### config.mk
export PLATFORM = sky130hd
export DESIGN_NAME = mecanum_wheel_odometry
export DESIGN_NICKNAME = d
export VERILOG_FILES = /design/src/rtl/mwo_pkg.sv /design/src/rtl/mecanum_wheel_odometry.sv
export SDC_FILE = /design/constraint.sdc
export NUM_CORES = 2
export LEC_CHECK = 0
export BUFFER_PORTS_ARGS = -buffer_cell sky130_fd_sc_hd__buf_2
export CORE_MARGIN = 5
export CORE_UTILIZATION = 47
export CTS_CLUSTER_DIAMETER = 40
export CTS_CLUSTER_SIZE = 8
export DETAILED_ROUTE_END_ITERATION = 8
export PLACE_DENSITY_LB_ADDON = 0.25
export SYNTH_ARGS = -nofsm -noshare
export SYNTH_HDL_FRONTEND = slang
export SYNTH_SLANG_ARGS = --single-unit
### constraint.sdc
create_clock -name i_clk -period 15.9 [get_ports i_clk]
set_clock_uncertainty 0.1 [all_clocks]
set_input_delay 0.795 -clock i_clk [delete_from_list [all_inputs] [get_ports i_clk]]
set_output_delay 0.795 -clock i_clk [all_outputs]
set_load 0.01 [all_outputs]
### src/rtl/mwo_pkg.sv
// Shared constants and types for the mecanum wheel odometry block.
`default_nettype none

package mwo_pkg;

    localparam int DEFAULT_FRAC_BITS = 16;
    localparam int WHEEL_COUNT       = 4;

    // field widths
    localparam int COUNT_W   = 32;
    localparam int SEC_W     = 32;
    localparam int NSEC_W    = 30;
    localparam int SPEED_W   = 32;
    localparam int STATUS_W  = 2;
    localparam int IN_DATA_W  = 192;
    localparam int OUT_DATA_W = 96;

    // configuration port
    localparam int CFG_ADDR_W = 3;
    localparam int CFG_DATA_W = 21;
    localparam int RADIUS_W   = 20;
    localparam int HALF_W     = 21;
    localparam int GEAR_W     = 16;
    localparam int CPR_W      = 16;

    localparam logic [CFG_ADDR_W-1:0] CFG_WHEEL_RADIUS = 3'd0;
    localparam logic [CFG_ADDR_W-1:0] CFG_HALF_LENGTH  = 3'd1;
    localparam logic [CFG_ADDR_W-1:0] CFG_HALF_WIDTH   = 3'd2;
    localparam logic [CFG_ADDR_W-1:0] CFG_GEAR_RATIO   = 3'd3;
    localparam logic [CFG_ADDR_W-1:0] CFG_COUNTS_REV   = 3'd4;

    localparam logic [RADIUS_W-1:0] RST_WHEEL_RADIUS = 20'd70000;
    localparam logic [HALF_W-1:0]   RST_HALF_LENGTH  = 21'd200000;
    localparam logic [HALF_W-1:0]   RST_HALF_WIDTH   = 21'd169000;
    localparam logic [GEAR_W-1:0]   RST_GEAR_RATIO   = 16'd1280;
    localparam logic [CPR_W-1:0]    RST_COUNTS_REV   = 16'd42;

    typedef logic [STATUS_W-1:0] t_status;

    localparam t_status STATUS_OK           = 2'd0;
    localparam t_status STATUS_FIRST        = 2'd1;
    localparam t_status STATUS_BAD_INTERVAL = 2'd2;

    // arithmetic constants
    localparam logic [18:0] PI_NUM     = 19'd314159;   // pi * 1e5
    localparam logic [29:0] NS_PER_S   = 30'd1000000000;
    localparam logic [4:0]  LIN_FACTOR = 5'd25;        // den side of vx, vy
    localparam logic [20:0] YAW_FACTOR = 21'd1280000;  // num side of yaw
    localparam int          LIN_SHIFT  = 5;            // num side of vx, vy: times 32

    // internal widths
    localparam int SUM_W = 34;   // sum of four signed 32-bit deltas
    localparam int MB_W  = 34;   // serial multiplier operand
    localparam int Q_W   = 33;   // quotient bits kept by the divider
    localparam int K_W   = 39;   // radius * PI_NUM
    localparam int DT_W  = 64;   // signed interval in ns

endpackage

`default_nettype wire

### src/rtl/mecanum_wheel_odometry.sv
// Top level: mecanum wheel odometry with bit-serial multiplier and divider.
//
// Input channel s_axis: one transfer carries four encoder counts and a time
// stamp. Output channel m_axis: one transfer per input carries vx, vy and yaw
// rate (signed fixed point, FRAC_BITS fraction bits) with a status in tuser.
// Configuration: i_cfg_we writes register i_cfg_addr at the clock edge; write
// only while the block is idle.
//
// One sample is processed at a time. s_axis_tready is high while idle.
// First sample after reset: skips the arithmetic and goes to the output
// stage. A bad interval: ends after the interval product. A valid interval:
// runs the shift-add multiplier (one multiplier bit per cycle, ten products,
// each ending once its remaining bits are zero) and the restoring divider
// (33 quotient bits, one per cycle, three quotients).
//
// Reset (synchronous, active low) loads the default geometry, clears the
// previous counts and stamp and marks that no previous sample exists.
// If m_axis is stalled the finished result waits in the output register;
// the next sample is still accepted and computed, and only its own hand-off
// to the output register waits for the transfer of the earlier one.
`default_nettype none

module mecanum_wheel_odometry #(
    parameter int FRAC_BITS = mwo_pkg::DEFAULT_FRAC_BITS   // 8 .. 24
) (
    input  wire logic                            i_clk,
    input  wire logic                            i_rst_n,
    // config write port
    input  wire logic                            i_cfg_we,
    input  wire logic [mwo_pkg::CFG_ADDR_W-1:0]  i_cfg_addr,
    input  wire logic [mwo_pkg::CFG_DATA_W-1:0]  i_cfg_wdata,
    // samples in
    input  wire logic                            s_axis_tvalid,
    output logic                                 s_axis_tready,
    // tdata: front_left_count, front_right_count, rear_left_count,
    //        rear_right_count, stamp_seconds, stamp_nanoseconds, 2 pad bits
    input  wire logic [mwo_pkg::IN_DATA_W-1:0]   s_axis_tdata,
    // results out
    output logic                                 m_axis_tvalid,
    input  wire logic                            m_axis_tready,
    // tdata: velocity_x, velocity_y, yaw_rate
    output logic [mwo_pkg::OUT_DATA_W-1:0]       m_axis_tdata,
    // tuser: status
    output mwo_pkg::t_status                     m_axis_tuser
);

    import mwo_pkg::*;

    // Datapath width: numerators reach about 2^(92+FRAC_BITS), denominators
    // 2^116; the divider remainder stays below twice the denominator.
    localparam int WIDE_W = (FRAC_BITS + 94 > 118) ? FRAC_BITS + 94 : 118;
    localparam int CNT_W  = $clog2(Q_W);

    localparam logic [2:0] S_IDLE   = 3'd0;
    localparam logic [2:0] S_MUL    = 3'd1;
    localparam logic [2:0] S_DSTART = 3'd2;
    localparam logic [2:0] S_DIV    = 3'd3;
    localparam logic [2:0] S_DEND   = 3'd4;
    localparam logic [2:0] S_FIN    = 3'd5;

    // product sequence
    localparam logic [3:0] OP_DT   = 4'd0;  // |sec diff| * 1e9
    localparam logic [3:0] OP_GEAR = 4'd1;  // dt * gear ratio
    localparam logic [3:0] OP_CPR  = 4'd2;  // * counts per rev = base
    localparam logic [3:0] OP_LIN  = 4'd3;  // base * 25
    localparam logic [3:0] OP_YAW  = 4'd4;  // base * (l + w)
    localparam logic [3:0] OP_K    = 4'd5;  // radius * pi
    localparam logic [3:0] OP_NX   = 4'd6;  // k * |sum x|
    localparam logic [3:0] OP_NY   = 4'd7;  // k * |sum y|
    localparam logic [3:0] OP_NW1  = 4'd8;  // k * |sum yaw|
    localparam logic [3:0] OP_NW2  = 4'd9;  // * 1280000

    localparam logic [1:0] SEL_X   = 2'd0;
    localparam logic [1:0] SEL_Y   = 2'd1;
    localparam logic [1:0] SEL_YAW = 2'd2;

    // control
    logic [2:0]             r_state;
    logic [3:0]             r_op;
    logic [1:0]             r_div_sel;
    logic [CNT_W-1:0]       r_cnt;
    logic                   r_have_prev;
    logic                   r_out_valid;

    // configuration and sample history
    logic [RADIUS_W-1:0]    r_wheel_radius;
    logic [HALF_W-1:0]      r_half_length;
    logic [HALF_W-1:0]      r_half_width;
    logic [GEAR_W-1:0]      r_gear_ratio;
    logic [CPR_W-1:0]       r_counts_rev;
    logic [COUNT_W-1:0]     r_last_count [WHEEL_COUNT];
    logic [SEC_W-1:0]       r_last_sec;
    logic [NSEC_W-1:0]      r_last_nsec;

    // datapath
    logic                   r_sum_neg [3];
    logic [SUM_W-1:0]       r_sum_mag [3];
    logic                   r_sec_neg;
    logic [NSEC_W:0]        r_nsec_diff;
    logic [WIDE_W-1:0]      r_ma;
    logic [MB_W-1:0]        r_mb;
    logic [WIDE_W-1:0]      r_acc;
    logic [WIDE_W-1:0]      r_base;
    logic [WIDE_W-1:0]      r_den_lin;
    logic [WIDE_W-1:0]      r_den_yaw;
    logic [K_W-1:0]         r_k;
    logic [WIDE_W-1:0]      r_rem;
    logic [Q_W-1:0]         r_dlow;
    logic [Q_W-1:0]         r_q;
    logic                   r_big;
    logic                   r_div_neg;
    logic [SPEED_W-1:0]     r_res [3];
    t_status                r_res_status;
    logic [OUT_DATA_W-1:0]  r_out_data;
    t_status                r_out_status;

    // combinational
    logic                   in_fire;
    logic                   out_free;
    logic [COUNT_W-1:0]     in_count [WHEEL_COUNT];
    logic [SEC_W-1:0]       in_sec;
    logic [NSEC_W-1:0]      in_nsec;
    logic [SUM_W-1:0]       dext [WHEEL_COUNT];
    logic [SUM_W-1:0]       sum [3];
    logic [SEC_W:0]         sec_diff;
    logic [SEC_W-1:0]       sec_mag;
    logic [NSEC_W:0]        nsec_diff;
    logic [WIDE_W-1:0]      mul_acc_next;
    logic [DT_W-1:0]        dt_prod;
    logic [DT_W-1:0]        dt_signed;
    logic                   dt_pos;
    logic [HALF_W:0]        den_sum;
    logic [WIDE_W-1:0]      div_num;
    logic [WIDE_W-1:0]      div_den;
    logic [WIDE_W-1:0]      div_trial;
    logic                   div_ge;
    logic                   div_zero;
    logic                   div_over;
    logic [Q_W-1:0]         q_limit;
    logic                   q_big;
    logic [Q_W-1:0]         q_sat;
    logic [Q_W-1:0]         q_signed;

    assign in_fire       = s_axis_tvalid && s_axis_tready;
    assign out_free      = !r_out_valid || m_axis_tready;
    assign s_axis_tready = (r_state == S_IDLE);
    assign m_axis_tvalid = r_out_valid;
    assign m_axis_tdata  = r_out_data;
    assign m_axis_tuser  = r_out_status;

    // ---- sample unpack, count deltas and wheel sums ----
    always_comb begin
        for (int i = 0; i < WHEEL_COUNT; i++) begin
            in_count[i] = s_axis_tdata[i*COUNT_W +: COUNT_W];
            // delta wraps modulo 2^32, then reads as signed
            dext[i] = SUM_W'($signed(in_count[i] - r_last_count[i]));
        end
        in_sec  = s_axis_tdata[WHEEL_COUNT*COUNT_W +: SEC_W];
        in_nsec = s_axis_tdata[WHEEL_COUNT*COUNT_W + SEC_W +: NSEC_W];
        // wheel order: front-left, front-right, rear-left, rear-right
        sum[SEL_X]   = dext[0] + dext[1] + dext[2] + dext[3];
        sum[SEL_Y]   = dext[1] + dext[2] - dext[0] - dext[3];
        sum[SEL_YAW] = dext[1] + dext[3] - dext[0] - dext[2];
        sec_diff  = {1'b0, in_sec} - {1'b0, r_last_sec};
        sec_mag   = sec_diff[SEC_W] ? SEC_W'(~sec_diff + 1'b1) : sec_diff[SEC_W-1:0];
        nsec_diff = {1'b0, in_nsec} - {1'b0, r_last_nsec};
    end

    // ---- shift-add multiplier, interval check ----
    assign mul_acc_next = r_acc + (r_mb[0] ? r_ma : '0);
    assign dt_prod      = r_acc[DT_W-1:0];
    assign dt_signed    = (r_sec_neg ? (DT_W'(0) - dt_prod) : dt_prod)
                        + {{(DT_W-NSEC_W-1){r_nsec_diff[NSEC_W]}}, r_nsec_diff};
    assign dt_pos       = !dt_signed[DT_W-1] && (dt_signed != '0);
    assign den_sum      = {1'b0, r_half_length} + {1'b0, r_half_width};

    // ---- restoring divider ----
    always_comb begin
        if (r_op == OP_NW2) begin
            div_num = r_acc << FRAC_BITS;
        end else begin
            div_num = r_acc << (LIN_SHIFT + FRAC_BITS);
        end
    end

    assign div_den   = (r_div_sel == SEL_YAW) ? r_den_yaw : r_den_lin;
    assign div_trial = {r_rem[WIDE_W-2:0], r_dlow[Q_W-1]};
    assign div_ge    = (div_trial >= div_den);
    assign div_zero  = (r_rem == '0) && (r_dlow == '0);
    // high part already at or above the divisor: quotient needs more than Q_W bits
    assign div_over  = (r_rem >= div_den);

    // saturate to the signed output range
    assign q_limit  = r_div_neg ? (Q_W'(1) << (SPEED_W - 1)) : ((Q_W'(1) << (SPEED_W - 1)) - 1'b1);
    assign q_big    = r_big || (r_q > q_limit);
    assign q_sat    = q_big ? q_limit : r_q;
    assign q_signed = r_div_neg ? (Q_W'(0) - q_sat) : q_sat;

    // ---- control, configuration, history ----
    always_ff @(posedge i_clk) begin
        if (!i_rst_n) begin
            r_state        <= S_IDLE;
            r_op           <= OP_DT;
            r_div_sel      <= SEL_X;
            r_cnt          <= '0;
            r_have_prev    <= 1'b0;
            r_out_valid    <= 1'b0;
            r_wheel_radius <= RST_WHEEL_RADIUS;
            r_half_length  <= RST_HALF_LENGTH;
            r_half_width   <= RST_HALF_WIDTH;
            r_gear_ratio   <= RST_GEAR_RATIO;
            r_counts_rev   <= RST_COUNTS_REV;
            for (int i = 0; i < WHEEL_COUNT; i++) begin
                r_last_count[i] <= '0;
            end
            r_last_sec     <= '0;
            r_last_nsec    <= '0;
        end else begin
            if (i_cfg_we) begin
                case (i_cfg_addr)
                    CFG_WHEEL_RADIUS: r_wheel_radius <= i_cfg_wdata[RADIUS_W-1:0];
                    CFG_HALF_LENGTH:  r_half_length  <= i_cfg_wdata[HALF_W-1:0];
                    CFG_HALF_WIDTH:   r_half_width   <= i_cfg_wdata[HALF_W-1:0];
                    CFG_GEAR_RATIO:   r_gear_ratio   <= i_cfg_wdata[GEAR_W-1:0];
                    CFG_COUNTS_REV:   r_counts_rev   <= i_cfg_wdata[CPR_W-1:0];
                    default: ;
                endcase
            end

            if (m_axis_tready) begin
                r_out_valid <= 1'b0;
            end

            case (r_state)
                S_IDLE: begin
                    if (in_fire) begin
                        for (int i = 0; i < WHEEL_COUNT; i++) begin
                            r_last_count[i] <= in_count[i];
                        end
                        r_last_sec  <= in_sec;
                        r_last_nsec <= in_nsec;
                        r_have_prev <= 1'b1;
                        r_op        <= OP_DT;
                        r_state     <= r_have_prev ? S_MUL : S_FIN;
                    end
                end
                S_MUL: begin
                    if (r_mb == '0) begin
                        case (r_op)
                            OP_DT: begin
                                if (dt_pos) begin
                                    r_op <= OP_GEAR;
                                end else begin
                                    r_state <= S_FIN;
                                end
                            end
                            OP_GEAR: r_op <= OP_CPR;
                            OP_CPR:  r_op <= OP_LIN;
                            OP_LIN:  r_op <= OP_YAW;
                            OP_YAW:  r_op <= OP_K;
                            OP_K:    r_op <= OP_NX;
                            OP_NX: begin
                                r_div_sel <= SEL_X;
                                r_state   <= S_DSTART;
                            end
                            OP_NY: begin
                                r_div_sel <= SEL_Y;
                                r_state   <= S_DSTART;
                            end
                            OP_NW1:  r_op <= OP_NW2;
                            OP_NW2: begin
                                r_div_sel <= SEL_YAW;
                                r_state   <= S_DSTART;
                            end
                            default: r_state <= S_FIN;
                        endcase
                    end
                end
                S_DSTART: begin
                    r_cnt   <= '0;
                    r_state <= (div_zero || div_over) ? S_DEND : S_DIV;
                end
                S_DIV: begin
                    r_cnt <= r_cnt + 1'b1;
                    if (r_cnt == CNT_W'(Q_W - 1)) begin
                        r_state <= S_DEND;
                    end
                end
                S_DEND: begin
                    case (r_div_sel)
                        SEL_X: begin
                            r_op    <= OP_NY;
                            r_state <= S_MUL;
                        end
                        SEL_Y: begin
                            r_op    <= OP_NW1;
                            r_state <= S_MUL;
                        end
                        default: r_state <= S_FIN;
                    endcase
                end
                S_FIN: begin
                    if (out_free) begin
                        r_out_valid <= 1'b1;
                        r_state     <= S_IDLE;
                    end
                end
                default: r_state <= S_IDLE;
            endcase
        end
    end

    // ---- datapath registers ----
    always_ff @(posedge i_clk) begin
        case (r_state)
            S_IDLE: begin
                if (in_fire) begin
                    for (int j = 0; j < 3; j++) begin
                        r_sum_neg[j] <= sum[j][SUM_W-1];
                        r_sum_mag[j] <= sum[j][SUM_W-1] ? (SUM_W'(0) - sum[j]) : sum[j];
                        r_res[j]     <= '0;
                    end
                    r_sec_neg    <= sec_diff[SEC_W];
                    r_nsec_diff  <= nsec_diff;
                    r_ma         <= WIDE_W'(sec_mag);
                    r_mb         <= MB_W'(NS_PER_S);
                    r_acc        <= '0;
                    r_res_status <= r_have_prev ? STATUS_OK : STATUS_FIRST;
                end
            end
            S_MUL: begin
                if (r_mb != '0) begin
                    r_acc <= mul_acc_next;
                    r_ma  <= r_ma << 1;
                    r_mb  <= r_mb >> 1;
                end else begin
                    r_acc <= '0;
                    case (r_op)
                        OP_DT: begin
                            if (dt_pos) begin
                                r_ma <= WIDE_W'(dt_signed);
                                r_mb <= MB_W'(r_gear_ratio);
                            end else begin
                                r_res_status <= STATUS_BAD_INTERVAL;
                            end
                        end
                        OP_GEAR: begin
                            r_ma <= r_acc;
                            r_mb <= MB_W'(r_counts_rev);
                        end
                        OP_CPR: begin
                            r_base <= r_acc;
                            r_ma   <= r_acc;
                            r_mb   <= MB_W'(LIN_FACTOR);
                        end
                        OP_LIN: begin
                            r_den_lin <= r_acc;
                            r_ma      <= r_base;
                            r_mb      <= MB_W'(den_sum);
                        end
                        OP_YAW: begin
                            r_den_yaw <= r_acc;
                            r_ma      <= WIDE_W'(PI_NUM);
                            r_mb      <= MB_W'(r_wheel_radius);
                        end
                        OP_K: begin
                            r_k  <= r_acc[K_W-1:0];
                            r_ma <= WIDE_W'(r_acc[K_W-1:0]);
                            r_mb <= r_sum_mag[SEL_X];
                        end
                        OP_NW1: begin
                            r_ma <= r_acc;
                            r_mb <= MB_W'(YAW_FACTOR);
                        end
                        OP_NX, OP_NY, OP_NW2: begin
                            r_rem  <= div_num >> Q_W;
                            r_dlow <= div_num[Q_W-1:0];
                            case (r_op)
                                OP_NX:   r_div_neg <= r_sum_neg[SEL_X];
                                OP_NY:   r_div_neg <= r_sum_neg[SEL_Y];
                                default: r_div_neg <= r_sum_neg[SEL_YAW];
                            endcase
                        end
                        default: ;
                    endcase
                end
            end
            S_DSTART: begin
                r_q   <= '0;
                r_big <= !div_zero && div_over;
            end
            S_DIV: begin
                r_rem  <= div_ge ? (div_trial - div_den) : div_trial;
                r_dlow <= r_dlow << 1;
                r_q    <= {r_q[Q_W-2:0], div_ge};
            end
            S_DEND: begin
                case (r_div_sel)
                    SEL_X: begin
                        r_res[SEL_X] <= q_signed[SPEED_W-1:0];
                        r_ma         <= WIDE_W'(r_k);
                        r_mb         <= r_sum_mag[SEL_Y];
                        r_acc        <= '0;
                    end
                    SEL_Y: begin
                        r_res[SEL_Y] <= q_signed[SPEED_W-1:0];
                        r_ma         <= WIDE_W'(r_k);
                        r_mb         <= r_sum_mag[SEL_YAW];
                        r_acc        <= '0;
                    end
                    default: r_res[SEL_YAW] <= q_signed[SPEED_W-1:0];
                endcase
            end
            S_FIN: begin
                if (out_free) begin
                    r_out_data   <= {r_res[SEL_YAW], r_res[SEL_Y], r_res[SEL_X]};
                    r_out_status <= r_res_status;
                end
            end
            default: ;
        endcase
    end

    // ---- checks ----
    // an accepted sample always leaves idle on the next cycle
    a_accept_leaves_idle: assert property (@(posedge i_clk) disable iff (!i_rst_n)
        in_fire |=> (r_state != S_IDLE))
        else $error("sample accepted but block stayed idle");

    // divider remainder stays below the divisor
    a_rem_below_den: assert property (@(posedge i_clk) disable iff (!i_rst_n)
        (r_state == S_DIV) |-> (r_rem < div_den))
        else $error("divider remainder not below divisor");

    // first sample and bad interval carry zero speeds
    a_status_zero: assert property (@(posedge i_clk) disable iff (!i_rst_n)
        (m_axis_tvalid && (m_axis_tuser != STATUS_OK)) |-> (m_axis_tdata == '0))
        else $error("non-ok status with nonzero speeds");

    // a result held for transfer is not overwritten
    a_no_overwrite: assert property (@(posedge i_clk) disable iff (!i_rst_n)
        (m_axis_tvalid && !m_axis_tready) |=> (m_axis_tvalid && $stable(m_axis_tdata)))
        else $error("pending result overwritten");

endmodule

`default_nettype wire

-- After elaboration in Yosys (flattened, before gate mapping)
Memory sizes are Yosys's and may differ from the RTL's. A register that Yosys moved wholly into a read port is not among the register bits.
Cells that the tools add are included.
Widths: inputs -> output; s select.
- flip-flop bits (word level): 1058
- bits in writable memories: 329
- memories kept: 4
- add/sub/neg operators: 26
- $lt $le $gt $ge: 3
- equal/unequal tests: 38
- multiplexer cells: 85
- bitwise gates (word level): 9
- reduce and logical (&&, ||, !) cells: 48
- memory list (memory ; depth ; width ; read ports ; clocked after memory_dff ; wr ports ; RTL line ; text):
    r_last_count ; 4 ; 32 ; 4 ; 0 ; 4 ; mecanum_wheel_odometry.sv:91 ; logic [COUNT_W-1:0] r_last_count [WHEEL_COUNT];
    r_sum_mag ; 3 ; 34 ; 3 ; 0 ; 3 ; mecanum_wheel_odometry.sv:97 ; logic [SUM_W-1:0] r_sum_mag [3];
    r_res ; 3 ; 32 ; 3 ; 3 ; 3 ; mecanum_wheel_odometry.sv:112 ; logic [SPEED_W-1:0] r_res [3];
    r_sum_neg ; 3 ; 1 ; 3 ; 0 ; 3 ; mecanum_wheel_odometry.sv:96 ; logic r_sum_neg [3];
- operators by type and width (operator ; number):
    $mux 118 ; 13
    $pmux 118 s3 ; 2
    $pmux 118 s5 ; 1
    $mux 32 ; 11
    $pmux 34 s7 ; 1
    $ge 118x118->1 ; 2
    $pmux 118 s2 ; 1
    $mux 34 ; 6
    $pmux 33 s2 ; 2
    $sub 32x32->32 ; 4
    $add 118x118->118 ; 1
    $logic_not 118->1 ; 1
    $sub 118x118->118 ; 1
    $pmux 34 s3 ; 1
    $sub 1x34->34 const A ; 3
    $add 32x32->33 ; 3
    $pmux 34 s2 ; 1
    $sub 33x32->34 ; 2
    $sub 34x34->34 ; 2
    $mux 33 ; 2
    $add 64x64->64 ; 1
    $mux 64 ; 1
    $reduce_bool 64->1 ; 1
    $sub 1x64->64 const A ; 1
    other kinds (60) ; 145

-- Depth between registers and ports, before layout
- word-level depth: 9
- depth in mapped cells: 37
- gate-level depth less buffers: 36

-- Worst setup path before layout
No wires, ideal clock.
- path type: input-to-reg
- start: input s_axis_tvalid
- end: register r_ma[0], enable pin
- arrival: 12646 ps
- data required time: 15173 ps
- setup slack: 2527 ps
- cell stages on the path: 6
- path through: nor2_1 nor2_1 a21oi_1 nor2_1 o31ai_1 o2bb2ai_1
- cells in the longest elaborated chain, start to end: 3
- ends and longest elaborated chain (what ; RTL line ; text):
    start: declaration ; mecanum_wheel_odometry.sv:33 ; input wire logic s_axis_tvalid,
    $logic_and 1x1->1 ; mecanum_wheel_odometry.sv:144 ; assign in_fire = s_axis_tvalid && s_axis_tready;
    $ne 2x1->1 (no source line) ; n/a ;
    $reduce_and 5->1 (no source line) ; n/a ;
    end signal: assignment ; mecanum_wheel_odometry.sv:325 ; r_ma <= WIDE_W'(sec_mag);
    end signal: assignment ; mecanum_wheel_odometry.sv:334 ; r_ma <= r_ma << 1;
    end signal: assignment ; mecanum_wheel_odometry.sv:341 ; r_ma <= WIDE_W'(dt_signed);
    end: declaration ; mecanum_wheel_odometry.sv:100 ; logic [WIDE_W-1:0] r_ma;
Every way passes these cells.
A chain may end at the register's enable or synchronous reset.

-- Worst setup path after layout
- start: register r_acc[10]
- end: register r_ma[56], enable pin
- cells in the longest elaborated chain, start to end: 7
- elaborated cells between the ends (all ways): 8
- those cells by class: 2 x add/sub; 1 x eq/ne; 1 x mux; 4 x reduce/logical
- ends and longest elaborated chain (what ; RTL line ; text):
    start: declaration ; mecanum_wheel_odometry.sv:102 ; logic [WIDE_W-1:0] r_acc;
    start signal: assignment ; mecanum_wheel_odometry.sv:333 ; r_acc <= mul_acc_next;
    $sub 1x64->64 ; mecanum_wheel_odometry.sv:172 ; assign dt_signed = (r_sec_neg ? (DT_W'(0) - dt_prod) : dt_prod)
    $mux 64 (*) ; mecanum_wheel_odometry.sv:172 ;
    $add 64x64->64 (*) ; mecanum_wheel_odometry.sv:173 ; + {{(DT_W-NSEC_W-1){r_nsec_diff[NSEC_W]}}, r_nsec_diff};
    $reduce_bool 64->1 or $logic_not 1->1 (tied branches) ; mecanum_wheel_odometry.sv:174 ; assign dt_pos = !dt_signed[DT_W-1] && (dt_signed != '0);
    $logic_and 1x1->1 (*) ; mecanum_wheel_odometry.sv:174 ;
    $ne 4x4->1 (no source line) (*) ; n/a ;
    $reduce_and 5->1 (no source line) (*) ; n/a ;
Every way passes the cells marked *; elsewhere a longest branch is shown, timed or not.

==> results by group <==
Outcome
  – Outcome: finished clean

Synth
  – Syn Nets: 12,300
  – Leading cell types by total area after synthesis: sky130_fd_sc_hd__edfxtp_1 37%, sky130_fd_sc_hd__ha_1 9.7%, sky130_fd_sc_hd__a21oi_1 4.8%
  – Compound-Gate Fraction of Synth Area: 18.6%
  – Synth Area per Inst: 9.39 um^2
  – Cell area after synthesis: 0.104 mm^2
  – Cell accounting for the most synthesized area: sky130_fd_sc_hd__edfxtp_1
  – Most instantiated flip-flop cell in the synthesis netlist: sky130_fd_sc_hd__edfxtp_1
  – Post-Synth XOR/XNOR Area: 6.66%
  – Yosys top cell area share: 37.3%
  – Yosys warning count: 0
  – Post-synthesis mux area share: 1.42%
  – Post-synthesis adder-cell area fraction: 12.8%
  – Distinct cells, synth: 98
  – Main combinational cell family by area after synthesis: compound AO/OA/AOI/OAI gates
  – Fraction of synthesis flops using an asynchronous set or reset pin: 0%
  – Simple-gate share of the synthesized area: 15.5%
  – #FFs+latches synth: 1,467
  – Number of instances in the synthesized netlist: 11,100
  – Number of enable-type register cells in the synthesized netlist: 1,294
  – Part of the Yosys area used for sequential elements: 40.6%

Timing
  – Final critical-path required period: 10.61 ns
  – Transition time of the tightest slew-check pin: 1.38 ns
  – Sum Neg Setup Slack: 0 ns
  – Final number of hold-violating endpoints: 0
  – Final setup vio count: 0
  – Max-slew headroom at the worst pin: 8.08%
  – Max-slew violation count: 0
  – Final worst slack: 5.29 ns
  – Maximum achievable frequency: 0.0942 GHz
  – Final clock period utilization by the worst path: 66.8%
  – Worst hold-check slack: 0.0602 ns
  – Setup repair after global routing missed its margin: no

Floorplanning
  – Die Outline Area: 0.231 mm^2
  – Number of top-level design ports: 321
  – Die X: 481 um
  – Chip Height: 481 um
  – Starting density of the core: 47.4%
  – Cell Rows: 172
  – CORE AREA: 0.220 mm^2

Route
  – Routed wire length: 341,000 um
  – Per-cell via count in the routed design: 6.02
  – Post-route DRC violation count: 0
  – DR vias: 87,400
  – Remaining number of nets flagged by the antenna check after routing: 0
  – Total length of routed met2 wires: 164,000 um
  – Wire length on met1: 136,000 um
  – First-pass detailed-route iteration total: 9
  – Detail Route met3 WL: 23,700 um
  – Uppermost signal routing layer after detailed routing: met5
  – Wirelength per Cell: 23.5 um
  – Initial DRC count: 7,642

Clocking
  – Clock-pin slew reported for the worst setup and hold paths after clock tree synthesis: 0.05 ns
  – Clk sinks: 1,467
  – TritonCTS buffer count: 293
  – Number of levels in the clock H-tree: 5
  – Setup repair bufs after CTS: 0
  – Number of buffers between clock root and the deepest sink: 4
  – Clock Tree Root: sky130_fd_sc_hd__clkbuf_16
  – Clk Latency, worst-skew pair: 0.93 ns
  – TritonCTS clock tree: built

Placement
  – Count of input and output buffers: 318
  – Placement Setup Slack: 5.75 ns
  – HPWL after detailed placement: 252,000 um
  – RD Place Congestion: 0.956

Min path
  – Tightest Hold Check Type: primary input to register
  – Worst hold path startpoint: s_axis_tdata[134]

Setup path
  – Cell with the largest stage delay on the worst path: sky130_fd_sc_hd__o31ai_1
  – Worst path arrival time: 11.05 ns
  – Launching element type of the critical path: register
  – Classification of the worst setup path: register to register
  – Launch point of the critical path: r_acc[10]
  – Max Fanout on Critical Path: 67
  – Required @ worst endpoint: 16.34 ns
  – Largest delay contributor family on the critical path: simple AND/OR/NAND/NOR gates
  – Number of buffers and inverters on the critical path: 3
  – Launching point of the worst reg2reg path: r_acc[10]
  – Critical path's largest stage delay: 0.77 ns
  – Crit end category: register

Finish
  – Filler cells: 19,600
  – Share of layout cells above drive strength 1: 8.34%
  – Net count, final: 12,500
  – Most used cells in the layout excluding fill and tap cells: 1,294 x sky130_fd_sc_hd__edfxtp_1, 1,220 x sky130_fd_sc_hd__nand2_1, 1,005 x sky130_fd_sc_hd__a21oi_1
  – P&R area growth vs syn: 13.4%
  – Most frequent standard cell in the layout excluding fill and tap cells: sky130_fd_sc_hd__edfxtp_1

GRT
  – Largest net degree at the start of global routing: 184
  – Initial antenna violation count: 48
  – Via count of the first global-routing pass: 86,100
  – GR Util All Layers: 28.5%
  – Global-route wire length before repair: 513,000 um
  – Gr ovfl total: 0

Job
  – Count of max-cap constraint violations: 0
worst min-delay path, stage by stage:
cell and delay (ns):
sky130_fd_sc_hd__buf_2 0.11, sky130_fd_sc_hd__nand2_1 0.05, sky130_fd_sc_hd__a21oi_1 0.05
cell type report:
| type | count | area, um^2 | share of cell area [%] |
|---|---|---|---|
| Sequential cell | 1467 | 42300 | 35.8 |
| Antenna cell | 24 | 60.1 | 0.0508 |
| Clock inverter | 117 | 1280 | 1.08 |
| Multi-Input combinational cell | 8387 | 57500 | 48.7 |
| Clock buffer | 356 | 7740 | 6.55 |
| Inverter | 723 | 2730 | 2.31 |
| Timing Repair Buffer | 478 | 2880 | 2.43 |
| Tap cell | 2958 | 3700 | 3.13 |
flip-flops by register name (all words and copies together) (netlist names), 96 cells and up:
signal        cells
r_ma            118
r_den_yaw       118
r_acc           118
r_res            96
m_axis_tdata     96
r_last_count    128
r_sum_mag       102
r_base          118
r_den_lin       118
r_rem           118
synthesized netlist by cell type, types with 56 or more instances:
| library cell | instances |
|---|---|
| sky130_fd_sc_hd__nor3_1 | 170 |
| sky130_fd_sc_hd__nand3_1 | 193 |
| sky130_fd_sc_hd__mux2i_1 | 142 |
| sky130_fd_sc_hd__a21oi_1 | 1006 |
| sky130_fd_sc_hd__o21ai_0 | 564 |
| sky130_fd_sc_hd__o21bai_1 | 113 |
| sky130_fd_sc_hd__nor2b_1 | 107 |
| sky130_fd_sc_hd__xnor2_1 | 484 |
| sky130_fd_sc_hd__and3_1 | 217 |
| sky130_fd_sc_hd__o211ai_1 | 59 |
| sky130_fd_sc_hd__nor4_1 | 99 |
| sky130_fd_sc_hd__o21a_1 | 72 |
| sky130_fd_sc_hd__nand2_1 | 1228 |
| sky130_fd_sc_hd__xor2_1 | 307 |
| sky130_fd_sc_hd__edfxtp_1 | 1294 |
| sky130_fd_sc_hd__a211oi_1 | 105 |
| sky130_fd_sc_hd__a22oi_1 | 83 |
| sky130_fd_sc_hd__a21o_1 | 379 |
| sky130_fd_sc_hd__dfxtp_1 | 173 |
| sky130_fd_sc_hd__a31oi_1 | 163 |
| sky130_fd_sc_hd__or3_1 | 60 |
| sky130_fd_sc_hd__nand4_1 | 173 |
| sky130_fd_sc_hd__nor2_1 | 782 |
| sky130_fd_sc_hd__o31ai_1 | 72 |
| sky130_fd_sc_hd__a222oi_1 | 56 |
| sky130_fd_sc_hd__inv_1 | 716 |
| sky130_fd_sc_hd__fa_1 | 160 |
| sky130_fd_sc_hd__and2_1 | 158 |
| sky130_fd_sc_hd__nand2b_1 | 114 |
| sky130_fd_sc_hd__clkbuf_1 | 485 |
| sky130_fd_sc_hd__ha_1 | 807 |
cell families (layout without fill, tap and decap cells):
| family | after synthesis | in the layout |
|---|---|---|
| xor gates and xnor gates | 792 | 792 |
| AOI/OAI and AO/OA | 3057 | 3057 |
| and+or+nand+nor | 3424 | 3424 |
| DFF | 1467 | 1467 |
| other | 0 | 24 |
| muxes | 147 | 147 |
| adders and majority gates | 967 | 967 |
| buffers and inverters | 1245 | 1674 |
repair_timing:
item,in CTS,in global routing
endpoints found under the setup margin,0,0
endpoints found under the hold margin,48,0
gates resized for setup,0,0
hold buffers,34,0
per-layer routing:
metal / GRT usage, % / vias up
li1: - / 40900
met1: 35.2 / 42200
met2: 48.7 / 3381
met3: 4.58 / 853
met4: 13.8 / 12
met5: 0 / -
stage by stage:
| stage | instance area, um^2 | std cells | util (%) |
|---|---|---|---|
| after floorplan | 104000 | 11100 | - |
| after global placement | 109000 | 14000 | 49.4 |
| after detailed placement | 109000 | 14000 | 49.4 |
| after CTS | 118000 | 14500 | 53.7 |
| after global routing | 118000 | 14500 | 53.7 |
| final | 118000 | 14500 | 53.7 |
worst paths after layout:
path                                          to  cells past startpoint  slack [ns]
worst min-delay path               r_last_sec[6]                      3        0.06
worst max register to register          r_ma[56]                     25        5.29
worst max-delay path                    r_ma[56]                     25        5.29
worst min register to register  m_axis_tdata[44]                      0        0.30
Power is left out: the tool's default activity adds up to more than one toggle a clock period on the data nets, which glitch-free logic cannot reach.
